===== src/hdl/wpm_pkg.sv =====
package wpm_pkg;

    localparam int MAX_OPS_DEFAULT = 8;

    localparam int ETA_WIDTH    = 16;
    localparam int ANGLE_WIDTH  = 16;
    localparam int W_WIDTH      = 24;
    localparam int PROD_WIDTH   = 2 * W_WIDTH;
    localparam int SUM_WIDTH    = 64;
    localparam int SQ_WIDTH     = 2 * ETA_WIDTH;
    localparam int SCALED_WIDTH = 56;
    localparam int WEIGHT_SHIFT = 30;

    localparam logic [W_WIDTH-1:0] SCALE_WEIGHT = 24'd10000000;
    localparam logic [W_WIDTH-1:0] WEIGHT_MAX   = 24'hFFFFFF;

    // Cycles between the last word of a point and the start of the reduction pass.
    localparam int FLUSH_CYCLES = 8;
    localparam int FLUSH_CNT_W  = $clog2(FLUSH_CYCLES);

    typedef enum logic [2:0] {
        ST_RUN,
        ST_FLUSH,
        ST_REDUCE,
        ST_DIVIDE,
        ST_HOLD
    } state_t;

    // A new entry travelling down the row of cells.
    typedef struct packed {
        logic                   valid;
        logic                   stored;
        logic [W_WIDTH-1:0]     w;
        logic [ANGLE_WIDTH-1:0] phi;
        logic                   wsat;
    } token_t;

    // The reduction pass that collects the per-cell partial sums.
    typedef struct packed {
        logic                 valid;
        logic [SUM_WIDTH-1:0] wsum;
        logic [SUM_WIDTH-1:0] dsum;
        logic                 sat;
    } red_t;

    typedef struct packed {
        logic                   valid;
        logic [ANGLE_WIDTH-1:0] quotient;
        logic                   sat;
    } div_result_t;

    // Saturating add; the top bit reports that the sum clamped.
    function automatic logic [SUM_WIDTH:0] sat_add(input logic [SUM_WIDTH-1:0] a,
                                                   input logic [SUM_WIDTH-1:0] b);
        logic [SUM_WIDTH:0] s;
        s = {1'b0, a} + {1'b0, b};
        if (s[SUM_WIDTH])
        begin
            s = {1'b1, {SUM_WIDTH{1'b1}}};
        end
        return s;
    endfunction

endpackage


===== src/hdl/wpm_divider.sv =====
module wpm_divider (
    input  logic                          clk,
    input  logic                          rst_n,
    input  logic                          start,
    input  logic [wpm_pkg::SUM_WIDTH-1:0] num,
    input  logic [wpm_pkg::SUM_WIDTH-1:0] den,
    output wpm_pkg::div_result_t          res
);
    import wpm_pkg::*;

    localparam int CNT_W = $clog2(SUM_WIDTH);

    logic                 run_reg, fin_reg;
    logic [CNT_W-1:0]     cnt_reg;
    logic [SUM_WIDTH-1:0] rem_reg, quo_reg, den_reg;

    logic [SUM_WIDTH:0]   shifted, trial;
    logic                 ge;
    logic                 round_up, hi_bits;
    logic                 last_step;

    assign shifted   = {rem_reg, quo_reg[SUM_WIDTH-1]};
    assign ge        = shifted >= {1'b0, den_reg};
    assign trial     = shifted - {1'b0, den_reg};
    assign last_step = run_reg && (cnt_reg == CNT_W'(SUM_WIDTH - 1));

    always_ff @(posedge clk or negedge rst_n)
    begin
        if (!rst_n)
        begin
            run_reg <= 1'b0;
            fin_reg <= 1'b0;
            cnt_reg <= '0;
        end
        else
        begin
            fin_reg <= last_step;
            if (start)
            begin
                run_reg <= 1'b1;
                cnt_reg <= '0;
            end
            else if (run_reg)
            begin
                cnt_reg <= cnt_reg + CNT_W'(1);
                if (last_step)
                begin
                    run_reg <= 1'b0;
                end
            end
        end
    end

    // Restoring division, one quotient bit per cycle.
    always_ff @(posedge clk)
    begin
        if (start)
        begin
            rem_reg <= '0;
            quo_reg <= num;
            den_reg <= den;
        end
        else if (run_reg)
        begin
            rem_reg <= ge ? trial[SUM_WIDTH-1:0] : shifted[SUM_WIDTH-1:0];
            quo_reg <= {quo_reg[SUM_WIDTH-2:0], ge};
        end
    end

    // Round half up: the remainder counts as a half when twice it reaches the divisor.
    always_comb
    begin
        round_up     = {rem_reg, 1'b0} >= {1'b0, den_reg};
        hi_bits      = |quo_reg[SUM_WIDTH-1:ANGLE_WIDTH];
        res.valid    = fin_reg;
        res.sat      = hi_bits || ((&quo_reg[ANGLE_WIDTH-1:0]) && round_up);
        res.quotient = res.sat ? {ANGLE_WIDTH{1'b1}}
                               : quo_reg[ANGLE_WIDTH-1:0] + ANGLE_WIDTH'(round_up);
    end

    a_start_when_free: assert property (@(posedge clk) disable iff (!rst_n)
        start |-> !run_reg && !fin_reg)
        else $error("divider started while busy");

endmodule


===== config.mk =====
export PLATFORM = sky130hd
export DESIGN_NAME = wpm_divider
export DESIGN_NICKNAME = d
export VERILOG_FILES = /design/src/hdl/wpm_pkg.sv /design/src/hdl/wpm_divider.sv
export SDC_FILE = /design/constraint.sdc
export NUM_CORES = 1
export LEC_CHECK = 0
export BUFFER_PORTS_ARGS = -buffer_cell sky130_fd_sc_hd__buf_4
export CORE_AREA = 2 2 148 178
export CTS_CLUSTER_DIAMETER = 80
export DETAILED_ROUTE_END_ITERATION = 7
export DIE_AREA = 0 0 150 180
export GPL_TIMING_DRIVEN = 0
export PLACE_DENSITY = 0.69
export SYNTH_ARGS = -nofsm -noshare
export SYNTH_HDL_FRONTEND = slang
export SYNTH_SLANG_ARGS = --single-unit

===== constraint.sdc =====
create_clock -name clk -period 4.1 [get_ports clk]
set_clock_uncertainty 0.05 [all_clocks]
set_input_delay 1.025 -clock clk [delete_from_list [all_inputs] [get_ports clk]]
set_output_delay 1.025 -clock clk [all_outputs]
set_load 0.01 [all_outputs]

==> metrics.log <==
[metrics] result of the run: finished, violations left
[metrics] violated checks: negative setup slack
[metrics] IR drop worst, VDD: 383 uV
[metrics] Worst Setup Slack post-DPL: -0.817 ns
[metrics] kind of end point of the critical path: primary output
[metrics] synthesized flop and latch total: 200
[metrics] count of final setup violators: 17
[metrics] FF-to-FF End: rem_reg[47]$_SDFFE_PP0P_
[metrics] kind of critical path: flip-flop to primary output
[metrics] Synth warnings: 0
[metrics] count of input and output buffers: 148
[metrics] Post-Place Cell Area: 14000 um^2
[metrics] master cell of the clock root buffer: clkbuf_16
[metrics] number of nets in the finished design: 1718
[metrics] share of cells above drive strength 1: 27.7%
[metrics] width of the die: 150 um
[metrics] Non-Filler Cell Area, Final: 15700 um^2
[metrics] first-pass GRT wire length: 55600 um
[metrics] Worst EP required: 3.02 ns
[metrics] Synth top area share: 30.9%
[metrics] Overall Power: 9.68 mW
[metrics] TritonCTS clock tree: built
[metrics] Final period util: 114%
[metrics] standard-cell row count: 64
[metrics] R2R depth: 16
[metrics] largest net degree at the start of global routing: 66
[metrics] core area: 25300 um^2
[metrics] Area Growth Syn to Fin: 26.0%
[metrics] drt pass-1 iters: 5
[metrics] Initial DRC Count: 816
[metrics] critical-path cell with the highest stage delay: or4_4
[metrics] initial core utilization: 49.2%
[metrics] crit-path max FO: 5
[metrics] number of instances in the synthesized netlist: 1330
[metrics] unrepaired setup endpoints after global routing: yes
[metrics] TritonCTS buffer count: 17
[metrics] number of distinct library cells after synthesis: 73
[metrics] worst path buffer plus inverter count: 6
[metrics] post-DP HPWL: 25500 um
[metrics] last weighted congestion value of the routability-driven placer: 0.945
[metrics] vias post-DR: 10900
[metrics] number of global-route vias before repair: 10800
[metrics] share of synthesized flip-flops with an asynchronous set or reset: 4.00%
[metrics] antenna fix cells: 0
[metrics] number of enable-type register cells in the synthesized netlist: 128
[metrics] origin of the worst setup path: den_reg[56]$_DFFE_PP_
[metrics] critical register-to-register path startpoint: den_reg[14]$_DFFE_PP_
[metrics] most frequent cells in the layout: buf_4 (172), a21oi_1 (136), edfxtp_1 (128)
[metrics] CTS HTree Levels: 4
[metrics] post-cts hold buffer count: 0
[metrics] largest stage delay on the critical path: 0.57 ns
[metrics] number of antenna violations at the first check in global routing: 0
[metrics] I/O Pins: 149
[metrics] final total negative setup slack: -8.43 ns
[metrics] most common cell after layout, fill and taps aside: buf_4
[metrics] CP cell instances: inv_1 > ha_1 > buf_6 > and4_4 > nand2_2 > nor2_4 > nand3_2 > or4_4 > nor2_4 > nor2_4 > inv_4 > ha_4 > buf_6 > and3_4 > buf_4 > xnor2_2 > nand2_1 > buf_6
[metrics] Worst Slack Setup Final: -0.572 ns
[metrics] startpoint kind of the worst setup timing path: flip-flop
[metrics] Bufs on Longest Clock Path: 2
[metrics] antenna violation net count after detailed routing: 0
[metrics] Top FF cell, synth: edfxtp_1
[metrics] power per cell area: 618 nW/um^2
[metrics] routed length per instance: 19.2 um
[metrics] number of sinks on the clock net: 200
[metrics] family with the most delay on the worst path: simple AND/OR/NAND/NOR gates
[metrics] die area: 27000 um^2
[metrics] Die Y-Extent: 180 um
[metrics] Max Fclk: 0.214 GHz
[metrics] mean area per synthesized cell: 9.36 um^2
[metrics] transition time of the tightest slew-check pin: 0.898 ns
[metrics] time the final worst path needs with I/O delays and setup: 4.67 ns
[metrics] post-synthesis sequential area ratio: 42.8%
[metrics] number of hold violations in the final report: 0
[metrics] top post-synthesis cells by area: edfxtp_1 (31%), dfxtp_1 (10%), ha_1 (6.8%)
[metrics] post-synthesis cell area: 12400 um^2
[metrics] Filler Cell Count: 2156
[metrics] number of pins exceeding their max-slew limit in the final report: 0
[metrics] Synthesized Nets: 1530
[metrics] max-capacitance violation count: 0
[metrics] Routed Wire Length: 35800 um
[metrics] post-detailed-route DRC marker count: 0
[metrics] clock latency on the worst-skew pair: 0.46 ns
[metrics] Layout Utilization: 62.0%
[metrics] flop2flop setup slack: 0.13 ns
[metrics] classification of the worst-slack hold path: input port to asynchronous set/reset pin
[metrics] GRT Util Overall: 26.2%
[metrics] Static Leak: 6.38 nW
[metrics] Rel. slew slack: 40.2%
[metrics] detail-routed via count per cell: 5.88
[metrics] register clock-pin slew on the reported worst setup and hold paths: 0.09 ns
[metrics] arrival time of the worst setup path: 3.60 ns
[metrics] cell type with the highest aggregate area in the netlist: edfxtp_1
[metrics] remaining global-route overflow: 0
-- worst max-delay path by stage --
stage | to | slack, ns | cells after the start
3_5_place_dp | res[15] | -0.82 | 18
3_3_place_gp | quo_reg[26]$_DFFE_PP_ | -1.17 | 5
4_1_cts | res[15] | -0.62 | 16
6_report | res[4] | -0.57 | 18
5_1_grt | res[4] | -0.65 | 18
2_1_floorplan | res[11] | 0.04 | 17
-- layout make-up --
class	instances	area [um^2]	area share, %
Sequential cell	200	5330	34.0
Inverter	95	359	2.29
Clock buffer	18	439	2.80
Multi-Input combinational cell	962	7180	45.8
Buffer	57	324	2.07
Clock inverter	14	171	1.09
Timing Repair Buffer	185	1470	9.34
Tap cell	330	413	2.63
-- metrics by stage --
stage | std cells | hold slack [ns]
after floorplan | 1330 | 0.404
after global placement | 1808 | 0.421
after detailed placement | 1809 | 0.429
after CTS | 1845 | 0.313
after global routing | 1861 | 0.311
final | 1861 | 0.313
-- synth_stat cells, types with 5 or more instances --
| cell | n |
|---|---|
| a21oi_1 | 146 |
| o211ai_1 | 6 |
| clkbuf_1 | 52 |
| dfrtp_1 | 8 |
| o21ai_0 | 67 |
| nor2b_1 | 10 |
| nor2_1 | 123 |
| nor3_1 | 17 |
| edfxtp_1 | 128 |
| mux2i_1 | 15 |
| dfxtp_1 | 64 |
| ha_1 | 68 |
| xor2_1 | 29 |
| and4_1 | 6 |
| mux2_2 | 64 |
| nand2b_1 | 11 |
| nand3_1 | 15 |
| inv_1 | 95 |
| a211oi_1 | 41 |
| a21o_1 | 27 |
| and3_1 | 5 |
| o21bai_1 | 18 |
| nand2_1 | 105 |
| xnor2_1 | 41 |
| a31oi_1 | 13 |
| nor4_1 | 16 |
| nand4_1 | 37 |
| buf_2 | 14 |
| o21a_1 | 7 |
| o31ai_1 | 7 |
-- power by group --
part	switching, mW	internal, mW	total [mW]
sequential	0.391	2.57	2.96
clock	0.891	0.841	1.73
combinational	2.84	2.15	4.99
-- metal layers --
metal	track usage, %	vias to the layer above	part of all wire [%]
met4	13.0	0	4.6
met5	0	-	0
met1	32.4	5215	41
li1	-	5220	-
met3	5.08	108	6.1
met2	43.5	394	48
-- logic make-up (layout without fill, tap and decap cells) --
group	after synthesis	after routing	synth area share [%]
compound gates	377	377	18.9
buf+inv	168	369	5.40
fa+ha+maj	69	69	7.00
mux	79	79	7.00
flops	200	200	42.8
simple gates	367	367	14.0
xor+xnor	70	70	4.93
-- repair_timing --
item	CTS	global route
resized for setup	95	106
cloned	1	0
hold endpoints to repair	0	0
setup buffers	15	20
pin swaps	21	33
setup endpoints to repair	18	50
Note: power is estimated with default switching activity, not from simulation.
