### src/hdl/wpm_pkg.sv
package wpm_pkg;

    localparam int MAX_OPS_DEFAULT = 8;

    localparam int ETA_WIDTH    = 16;
    localparam int ANGLE_WIDTH  = 16;
    localparam int W_WIDTH      = 24;
    localparam int PROD_WIDTH   = 2 * W_WIDTH;
    localparam int SUM_WIDTH    = 64;
    localparam int SQ_WIDTH     = 2 * ETA_WIDTH;
    localparam int SCALED_WIDTH = 56;
    localparam int WEIGHT_SHIFT = 30;

    localparam logic [W_WIDTH-1:0] SCALE_WEIGHT = 24'd10000000;
    localparam logic [W_WIDTH-1:0] WEIGHT_MAX   = 24'hFFFFFF;

    // Cycles between the last word of a point and the start of the reduction pass.
    localparam int FLUSH_CYCLES = 8;
    localparam int FLUSH_CNT_W  = $clog2(FLUSH_CYCLES);

    typedef enum logic [2:0] {
        ST_RUN,
        ST_FLUSH,
        ST_REDUCE,
        ST_DIVIDE,
        ST_HOLD
    } state_t;

    // A new entry travelling down the row of cells.
    typedef struct packed {
        logic                   valid;
        logic                   stored;
        logic [W_WIDTH-1:0]     w;
        logic [ANGLE_WIDTH-1:0] phi;
        logic                   wsat;
    } token_t;

    // The reduction pass that collects the per-cell partial sums.
    typedef struct packed {
        logic                 valid;
        logic [SUM_WIDTH-1:0] wsum;
        logic [SUM_WIDTH-1:0] dsum;
        logic                 sat;
    } red_t;

    typedef struct packed {
        logic                   valid;
        logic [ANGLE_WIDTH-1:0] quotient;
        logic                   sat;
    } div_result_t;

    // Saturating add; the top bit reports that the sum clamped.
    function automatic logic [SUM_WIDTH:0] sat_add(input logic [SUM_WIDTH-1:0] a,
                                                   input logic [SUM_WIDTH-1:0] b);
        logic [SUM_WIDTH:0] s;
        s = {1'b0, a} + {1'b0, b};
        if (s[SUM_WIDTH])
        begin
            s = {1'b1, {SUM_WIDTH{1'b1}}};
        end
        return s;
    endfunction

endpackage

### src/hdl/wpm_weight.sv
module wpm_weight (
    input  logic                            clk,
    input  logic                            rst_n,
    input  logic                            take,
    input  logic [wpm_pkg::ETA_WIDTH-1:0]   eta,
    input  logic [wpm_pkg::ANGLE_WIDTH-1:0] phi_one,
    output wpm_pkg::token_t                 tok
);
    import wpm_pkg::*;

    logic                    v1_reg, v2_reg, v3_reg;
    logic [SQ_WIDTH-1:0]     sq_reg;
    logic [SCALED_WIDTH-1:0] scaled_reg;
    logic [ANGLE_WIDTH-1:0]  phi1_reg, phi2_reg, phi3_reg;
    logic [W_WIDTH-1:0]      w_reg;
    logic                    wsat_reg;

    logic [SCALED_WIDTH:0]                 rounded;
    logic [SCALED_WIDTH-WEIGHT_SHIFT:0]    shifted;
    logic [SCALED_WIDTH-WEIGHT_SHIFT+1:0]  w_plus;
    logic                                  w_over;

    always_comb
    begin
        rounded = {1'b0, scaled_reg} + ((SCALED_WIDTH + 1)'(1) << (WEIGHT_SHIFT - 1));
        shifted = rounded[SCALED_WIDTH:WEIGHT_SHIFT];
        w_plus  = {1'b0, shifted} + (SCALED_WIDTH - WEIGHT_SHIFT + 2)'(1);
        w_over  = w_plus > (SCALED_WIDTH - WEIGHT_SHIFT + 2)'(WEIGHT_MAX);
    end

    always_ff @(posedge clk or negedge rst_n)
    begin
        if (!rst_n)
        begin
            v1_reg <= 1'b0;
            v2_reg <= 1'b0;
            v3_reg <= 1'b0;
        end
        else
        begin
            v1_reg <= take;
            v2_reg <= v1_reg;
            v3_reg <= v2_reg;
        end
    end

    always_ff @(posedge clk)
    begin
        sq_reg     <= SQ_WIDTH'(eta) * SQ_WIDTH'(eta);
        phi1_reg   <= phi_one;
        scaled_reg <= SCALED_WIDTH'(sq_reg) * SCALED_WIDTH'(SCALE_WEIGHT);
        phi2_reg   <= phi1_reg;
        w_reg      <= w_over ? WEIGHT_MAX : w_plus[W_WIDTH-1:0];
        wsat_reg   <= w_over;
        phi3_reg   <= phi2_reg;
    end

    assign tok.valid  = v3_reg;
    assign tok.stored = 1'b0;
    assign tok.w      = w_reg;
    assign tok.phi    = phi3_reg;
    assign tok.wsat   = wsat_reg;

endmodule

### config.mk
export PLATFORM = sky130hd
export DESIGN_NAME = wpm_weight
export DESIGN_NICKNAME = d
export VERILOG_FILES = /design/src/hdl/wpm_pkg.sv /design/src/hdl/wpm_weight.sv
export SDC_FILE = /design/constraint.sdc
export NUM_CORES = 1
export LEC_CHECK = 0
export BUFFER_PORTS_ARGS = -buffer_cell sky130_fd_sc_hd__buf_2
export CORE_MARGIN = 2
export CORE_UTILIZATION = 55
export DETAILED_ROUTE_END_ITERATION = 12
export PLACE_DENSITY = 0.86
export SLEW_MARGIN = 20
export SYNTH_ARGS = -nofsm -noshare
export SYNTH_HDL_FRONTEND = slang
export SYNTH_SLANG_ARGS = --single-unit
### constraint.sdc
create_clock -name clk -period 5.8 [get_ports clk]
set_input_delay 0.29 -clock clk [delete_from_list [all_inputs] [get_ports clk]]
set_output_delay 0.29 -clock clk [all_outputs]
set_load 0.01 [all_outputs]
==> results.cfg, run 1 <==
[status]
outcome = finished, violations left
failing_checks = setup timing

[logic_synthesis]
synth.largest_area_cell = sky130_fd_sc_hd__fa_1
async_reset_ff_frac = 0.0224
synth_seq_cells = 134
synthDistinctLibCells = 77
netlist_instances = 2082
synth_edf_count = 0
synth_top_cells_by_area = sky130_fd_sc_hd__fa_1, sky130_fd_sc_hd__ha_1, sky130_fd_sc_hd__dfxtp_1, sky130_fd_sc_hd__inv_1, sky130_fd_sc_hd__xnor2_1
sequential_cell_area_fraction_in_the_yosys_report = 0.134
yosys.cell_count.top_type = sky130_fd_sc_hd__inv_1
synth_flop_cell = sky130_fd_sc_hd__dfxtp_1
synth.cells.most_frequent = sky130_fd_sc_hd__inv_1, sky130_fd_sc_hd__ha_1, sky130_fd_sc_hd__fa_1
cell_area_after_synthesis_mm2 = 0.0201
postSynthAreaPerCell_um2 = 9.64
synth.yosys.warnings = 0
synthDominantCellAreaShare = 0.326

[route]
avgRoutedWirePerCell_um = 16.4
detailedRoute.firstIterationViolations = 726
viasPerCell = 5.25
drt_first_pass_iters = 5
antenna_left = 0
detail_route.wirelength_mm = 45.2
remaining_drc_errors = 0
via_count = 14500

[floorplan]
core_region_area_mm2 = 0.0357
die-width_um = 195
initial_utilization = 0.561
num_io_pins = 78
design.die.area_mm2 = 0.0380
die-height_um = 195
rows = 69

[worst_setup_path]
critPathArrivalTime_ps = 6230
critPathRequiredTime_ps = 6130
critPathLaunchType = register
critical_path_peak_fanout = 3
timing_worst_setup_path_type = register to register
worst_setup_path_end_kind = register

[sta]
final.setup.tns_ps = -149
min_period_ps = 5900
max-slew-margin-rel = 0.637
finalMaxSlewViolations = 0
final_min_period_over_clock_period = 1.02
fmax_ghz = 0.169
finalClockSkew_ps = 16.7
total_setup_violations_reported_at_the_end_of_the_flow = 4
tightestPinTransition_ps = 539
grt_setup_unrepaired = true
hold_viol_final = 0
setup_slack_ps = -104

[min_path]
worst_hold_path_type = input port to async pin

[placement]
placed_cell_area_mm2 = 0.0218
buffer_ports.inserted = 76
hpwlAfterDp_mm = 36.8
gpl.final_weighted_congestion = 0.908

[global_routing]
antenna_found_initial = 1
gr-total-overflow = 0
groute.usage.overall = 0.243
grt_max_degree = 22
grt_first_pass_wirelength_mm = 74.3
grt_pass1_vias = 16079

[clock_network]
root_buffer = sky130_fd_sc_hd__clkbuf_16
cts_tree = built
insertion_delay_ps = 450
clk_pin_slew_worst_paths_ps = 80
numCtsBuffers = 17
clkSinkCount = 134
cts.htree.levels = 4
clk_path_buf_depth = 2

[finish]
fin_nets = 2989
ant_diodes = 0
layout.area.seq_mm2 = 0.00271
largest_reg_flops = 31
layout.filler_cells = 2642
post_route_cells_drive_above_1_share = 0.140
final_instance_area_mm2 = 0.0229
multi_input_comb_area_mm2 = 0.0154
synthToLayoutAreaGrowth_pct = 14.2

[flow_run]
drv.max_cap_violation_count = 0
[critical path, cell delays in order, from the launching register on]
cell and delay [ps]:
sky130_fd_sc_hd__dfxtp_4 370, sky130_fd_sc_hd__buf_6 120, sky130_fd_sc_hd__ha_4 280, sky130_fd_sc_hd__ha_4 130
sky130_fd_sc_hd__inv_2 40, sky130_fd_sc_hd__fa_1 500, sky130_fd_sc_hd__inv_2 40, sky130_fd_sc_hd__fa_1 520
sky130_fd_sc_hd__inv_2 40, sky130_fd_sc_hd__fa_1 510, sky130_fd_sc_hd__inv_2 40, sky130_fd_sc_hd__fa_1 590
sky130_fd_sc_hd__ha_4 220, sky130_fd_sc_hd__a211oi_2 240, sky130_fd_sc_hd__nor2_2 80, sky130_fd_sc_hd__a2111oi_4 360
sky130_fd_sc_hd__a221oi_2 120, sky130_fd_sc_hd__o21a_2 270, sky130_fd_sc_hd__a311oi_4 390, sky130_fd_sc_hd__o21ai_2 120
sky130_fd_sc_hd__a31o_2 290, sky130_fd_sc_hd__a211o_1 310, sky130_fd_sc_hd__xor2_1 150
[area by class of cell]
class | instances | area share
multi-input cells | 1347 | 0.670
well taps | 461 | 0.0252
clock inverters | 15 | 0.00868
clock buffers | 17 | 0.0186
flip-flops and latches | 134 | 0.118
repair buffers | 217 | 0.0661
inverters | 570 | 0.0934
[worst paths after layout]
kind / cells past startpoint / start / endpoint / slack, ps
min in group clk: 3 / eta[1] / sq_reg[2] / 310
max in group asynchronous: 2 / rst_n / v2_reg / 5530
max: 22 / sq_reg[12] / scaled_reg[53] / -100
min reg2reg: 0 / phi2_reg[3] / phi3_reg[3] / 320
max reg2reg: 22 / sq_reg[12] / scaled_reg[53] / -100
min: 2 / rst_n / v1_reg / 160
[per-stage QoR]
step | instances | hold slack [ps] | worst slack, ps | util
6_report | 2761 | 159 | -104 | 0.641
5_1_grt | 2761 | 159 | -210 | 0.641
4_1_cts | 2757 | 147 | 7.94 | 0.635
3_5_place_dp | 2704 | 86.7 | -328 | 0.611
3_3_place_gp | 2704 | 82.5 | -226 | 0.611
2_1_floorplan | 2088 | -5.59 | 8.49 | -
[per-layer routing]
layer	track usage	vias up	share of wire
li1	-	6823	-
met1	0.280	7079	0.39
met2	0.457	465	0.52
met4	0.0854	0	0.034
met3	0.0356	133	0.050
met5	0	-	0
[repair_timing]
action                                  4_1_cts  5_1_grt
pin swaps                                     6       34
buffers inserted                              3        6
hold buffers                                 18        0
endpoints found under the setup margin       13       14
hold endpoints to repair                     20        0
gates resized for setup                       6       42
[cells in the final DEF (no fill, tap or decap), types with 4 or more instances in the layout]
cell type	count
sky130_fd_sc_hd__buf_2	76
sky130_fd_sc_hd__nor3_1	10
sky130_fd_sc_hd__a21oi_1	39
sky130_fd_sc_hd__a21oi_2	6
sky130_fd_sc_hd__o21a_1	8
sky130_fd_sc_hd__dlygate4sd3_1	18
sky130_fd_sc_hd__a21boi_1	4
sky130_fd_sc_hd__inv_1	562
sky130_fd_sc_hd__nand2_1	119
sky130_fd_sc_hd__and3_1	20
sky130_fd_sc_hd__nor2_1	48
sky130_fd_sc_hd__buf_6	5
sky130_fd_sc_hd__and2_1	56
sky130_fd_sc_hd__xor2_1	33
sky130_fd_sc_hd__nand4_1	8
sky130_fd_sc_hd__nand2_2	19
sky130_fd_sc_hd__or3_1	5
sky130_fd_sc_hd__fa_1	327
sky130_fd_sc_hd__ha_4	9
sky130_fd_sc_hd__or2_2	4
sky130_fd_sc_hd__a21o_1	39
sky130_fd_sc_hd__o21ai_0	24
sky130_fd_sc_hd__inv_2	8
sky130_fd_sc_hd__buf_4	117
sky130_fd_sc_hd__dfxtp_1	128
sky130_fd_sc_hd__nor2b_1	15
sky130_fd_sc_hd__o211ai_1	4
sky130_fd_sc_hd__o21ai_1	6
sky130_fd_sc_hd__conb_1	8
sky130_fd_sc_hd__nand2b_1	12
sky130_fd_sc_hd__xnor2_1	73
sky130_fd_sc_hd__clkbuf_16	17
sky130_fd_sc_hd__nand3_1	29
sky130_fd_sc_hd__ha_1	331
sky130_fd_sc_hd__a31o_2	5
sky130_fd_sc_hd__inv_6	6
sky130_fd_sc_hd__inv_8	4
[cell families after synthesis]
kind of cell,Yosys count,synth area share
compound gates,184,0.0624
xor+xnor,106,0.0463
fa+ha+maj,667,0.538
buf+inv,607,0.117
flops,134,0.134
mux,3,0.00156
other cells,2,0.000374
simple gates,379,0.0998
Power of run 1 is not shown: default switching activity piles up to over one toggle a cycle in this logic, so the estimate is an artifact.
==> run 2, diff against run 1 <==
--- a/config.mk
+++ b/config.mk
@@ -5,7 +5,7 @@
 export SDC_FILE = /design/constraint.sdc
 export NUM_CORES = 1
 export LEC_CHECK = 0
-export BUFFER_PORTS_ARGS = -buffer_cell sky130_fd_sc_hd__buf_2
+export BUFFER_PORTS_ARGS = -buffer_cell sky130_fd_sc_hd__clkbuf_2
 export CORE_MARGIN = 2
 export CORE_UTILIZATION = 55
 export DETAILED_ROUTE_END_ITERATION = 12
==> run 2 against run 1 <==
  * The flow still finishes with violations (setup timing)
  * Final cell count stayed put
  * Die area stayed put
  * Sequential share of layout area hardly changed
  * Final area is 0.42% higher
  * Fmax is 1.5% higher
  * First-iteration DRC count is 5.4% higher
==> results.cfg, run 2 (synthesis gave the netlist of run 1 again) <==
[route]
remaining_drc_errors = 0
viasPerCell = 5.30
drt_first_pass_iters = 5
detail_route.wirelength_mm = 44.9
detailedRoute.firstIterationViolations = 765
via_count = 14625
avgRoutedWirePerCell_um = 16.3
antenna_left = 0

[finish]
fin_nets = 2989
mostFrequentLayoutCells = sky130_fd_sc_hd__inv_1, sky130_fd_sc_hd__ha_1, sky130_fd_sc_hd__fa_1
largest_reg_flops = 31
layout.filler_cells = 2561
instances_no_fill = 2761
synthToLayoutAreaGrowth_pct = 14.7
final_instance_area_mm2 = 0.0230
most_frequent_standard_cell_in_the_layout_excluding_fill_and_tap_cells = sky130_fd_sc_hd__inv_1
post_route_cells_drive_above_1_share = 0.144
ant_diodes = 0

[worst_setup_path]
critPathSlowestCell = sky130_fd_sc_hd__fa_1
reg2regPathDepth = 22
cp_cell_sequence = buf_6 > ha_4 > ha_4 > inv_2 > fa_1 > inv_1 > fa_1 > inv_2 > fa_1 > inv_2 > fa_1 > ha_4 > a211oi_2 > nor2_2 > a2111oi_4 > a221oi_4 > o21a_4 > a311oi_4 > o21ai_2 > a31o_2 > a211o_1 > xor2_1
critical_path.max_stage_delay_ps = 580
critPathRequiredTime_ps = 6130
worst_setup_path_end_kind = register
critPathArrivalTime_ps = 6150
critical_path_peak_fanout = 3
timing_worst_setup_path_type = register to register
critPathLaunchType = register
cp_common_cell = sky130_fd_sc_hd__fa_1

[sta]
setup_slack_ps = -17.1
tightestPinTransition_ps = 543
total_setup_violations_reported_at_the_end_of_the_flow = 2
fmax_ghz = 0.172
final.setup.tns_ps = -31.1
min_period_ps = 5820
finalClockSkew_ps = 12.9
hold_viol_final = 0
max-slew-margin-rel = 0.634
finalMaxSlewViolations = 0
fin_worst_hold_slack_ps = 190
final_min_period_over_clock_period = 1.00
grt_setup_unrepaired = true

[global_routing]
gr-total-overflow = 0
groute.usage.overall = 0.243
grt_pass1_vias = 16405
grt_max_degree = 22
grt_first_pass_wirelength_mm = 75.0
antenna_found_initial = 0

[clock_network]
root_buffer = sky130_fd_sc_hd__clkbuf_16
cts.htree.levels = 4
clk_pin_slew_worst_paths_ps = 80
cts_tree = built
insertion_delay_ps = 450
numCtsBuffers = 17
clk_path_buf_depth = 2
clkSinkCount = 134

[placement]
hpwlAfterDp_mm = 36.2
numPlacedInstances = 2706
gpl.final_weighted_congestion = 0.927
buffer_ports.inserted = 76
placed_cell_area_mm2 = 0.0218

[floorplan]
design.die.area_mm2 = 0.0380
rows = 69
num_io_pins = 78
die-width_um = 195
core_region_area_mm2 = 0.0357
initial_utilization = 0.561
die-height_um = 195

[min_path]
worst_hold_path_type = input port to async pin

[status]
outcome = finished, violations left
failing_checks = setup timing

[flow_run]
drv.max_cap_violation_count = 0
run 2: cell count changes in the layout (fill, tap and decap cells not counted), moves of 3 or more:
cell                       before  now
sky130_fd_sc_hd__buf_2         76    2
sky130_fd_sc_hd__buf_6          5    8
sky130_fd_sc_hd__clkbuf_2       0   72
sky130_fd_sc_hd__inv_6          6    2
sky130_fd_sc_hd__inv_8          4    8
run 2: routing by layer:
layer,up-vias,global-route usage,share of wire
met1,7114,0.277,0.39
met5,-,0,0
met2,529,0.451,0.52
met4,0,0.106,0.040
met3,154,0.0364,0.057
li1,6828,-,-
run 2: repair_timing:
item | 4_1_cts | 5_1_grt
hold buffers | 18 | 0
hold endpoints to repair | 20 | 0
endpoints found under the setup margin | 13 | 20
resized for setup | 5 | 66
setup buffers | 1 | 5
pin swaps | 7 | 39
run 2: metrics by stage:
stage / setup slack (ps) / util
6_report: -17.1 / 0.644
3_5_place_dp: -399 / 0.611
2_1_floorplan: 8.49 / -
5_1_grt: -214 / 0.644
4_1_cts: 4.21 / 0.635
3_3_place_gp: -237 / 0.611
run 2: final cells by class:
type / instances / area (um^2) / area share
Tap cell: 461 / 577 / 0.0251
Multi-Input combinational cell: 1347 / 15400 / 0.670
Clock inverter: 15 / 223 / 0.00968
Clock buffer: 17 / 425 / 0.0185
Inverter: 570 / 2140 / 0.0930
Timing Repair Buffer: 217 / 1520 / 0.0660
Sequential cell: 134 / 2710 / 0.118
run 2: critical path, delay by kind of cell (launching register included):
family | cells | cell delay (ps)
fa+ha+maj | 7 | 2710
simple gates | 1 | 90
compound gates | 8 | 2060
xor+xnor | 1 | 140
buf+inv | 5 | 280
flops | 1 | 370
run 2: path summary, 6_finish.rpt:
check / from / to / slack, ps
min in group clk: eta[0] / sq_reg[0] / 240
min reg2reg: phi1_reg[7] / phi2_reg[7] / 330
max: sq_reg[12] / scaled_reg[53] / -20
max in group asynchronous: rst_n / v1_reg / 5500
max reg2reg: sq_reg[12] / scaled_reg[53] / -20
min: rst_n / v2_reg / 190
Power of run 2 is left out for the same reason.
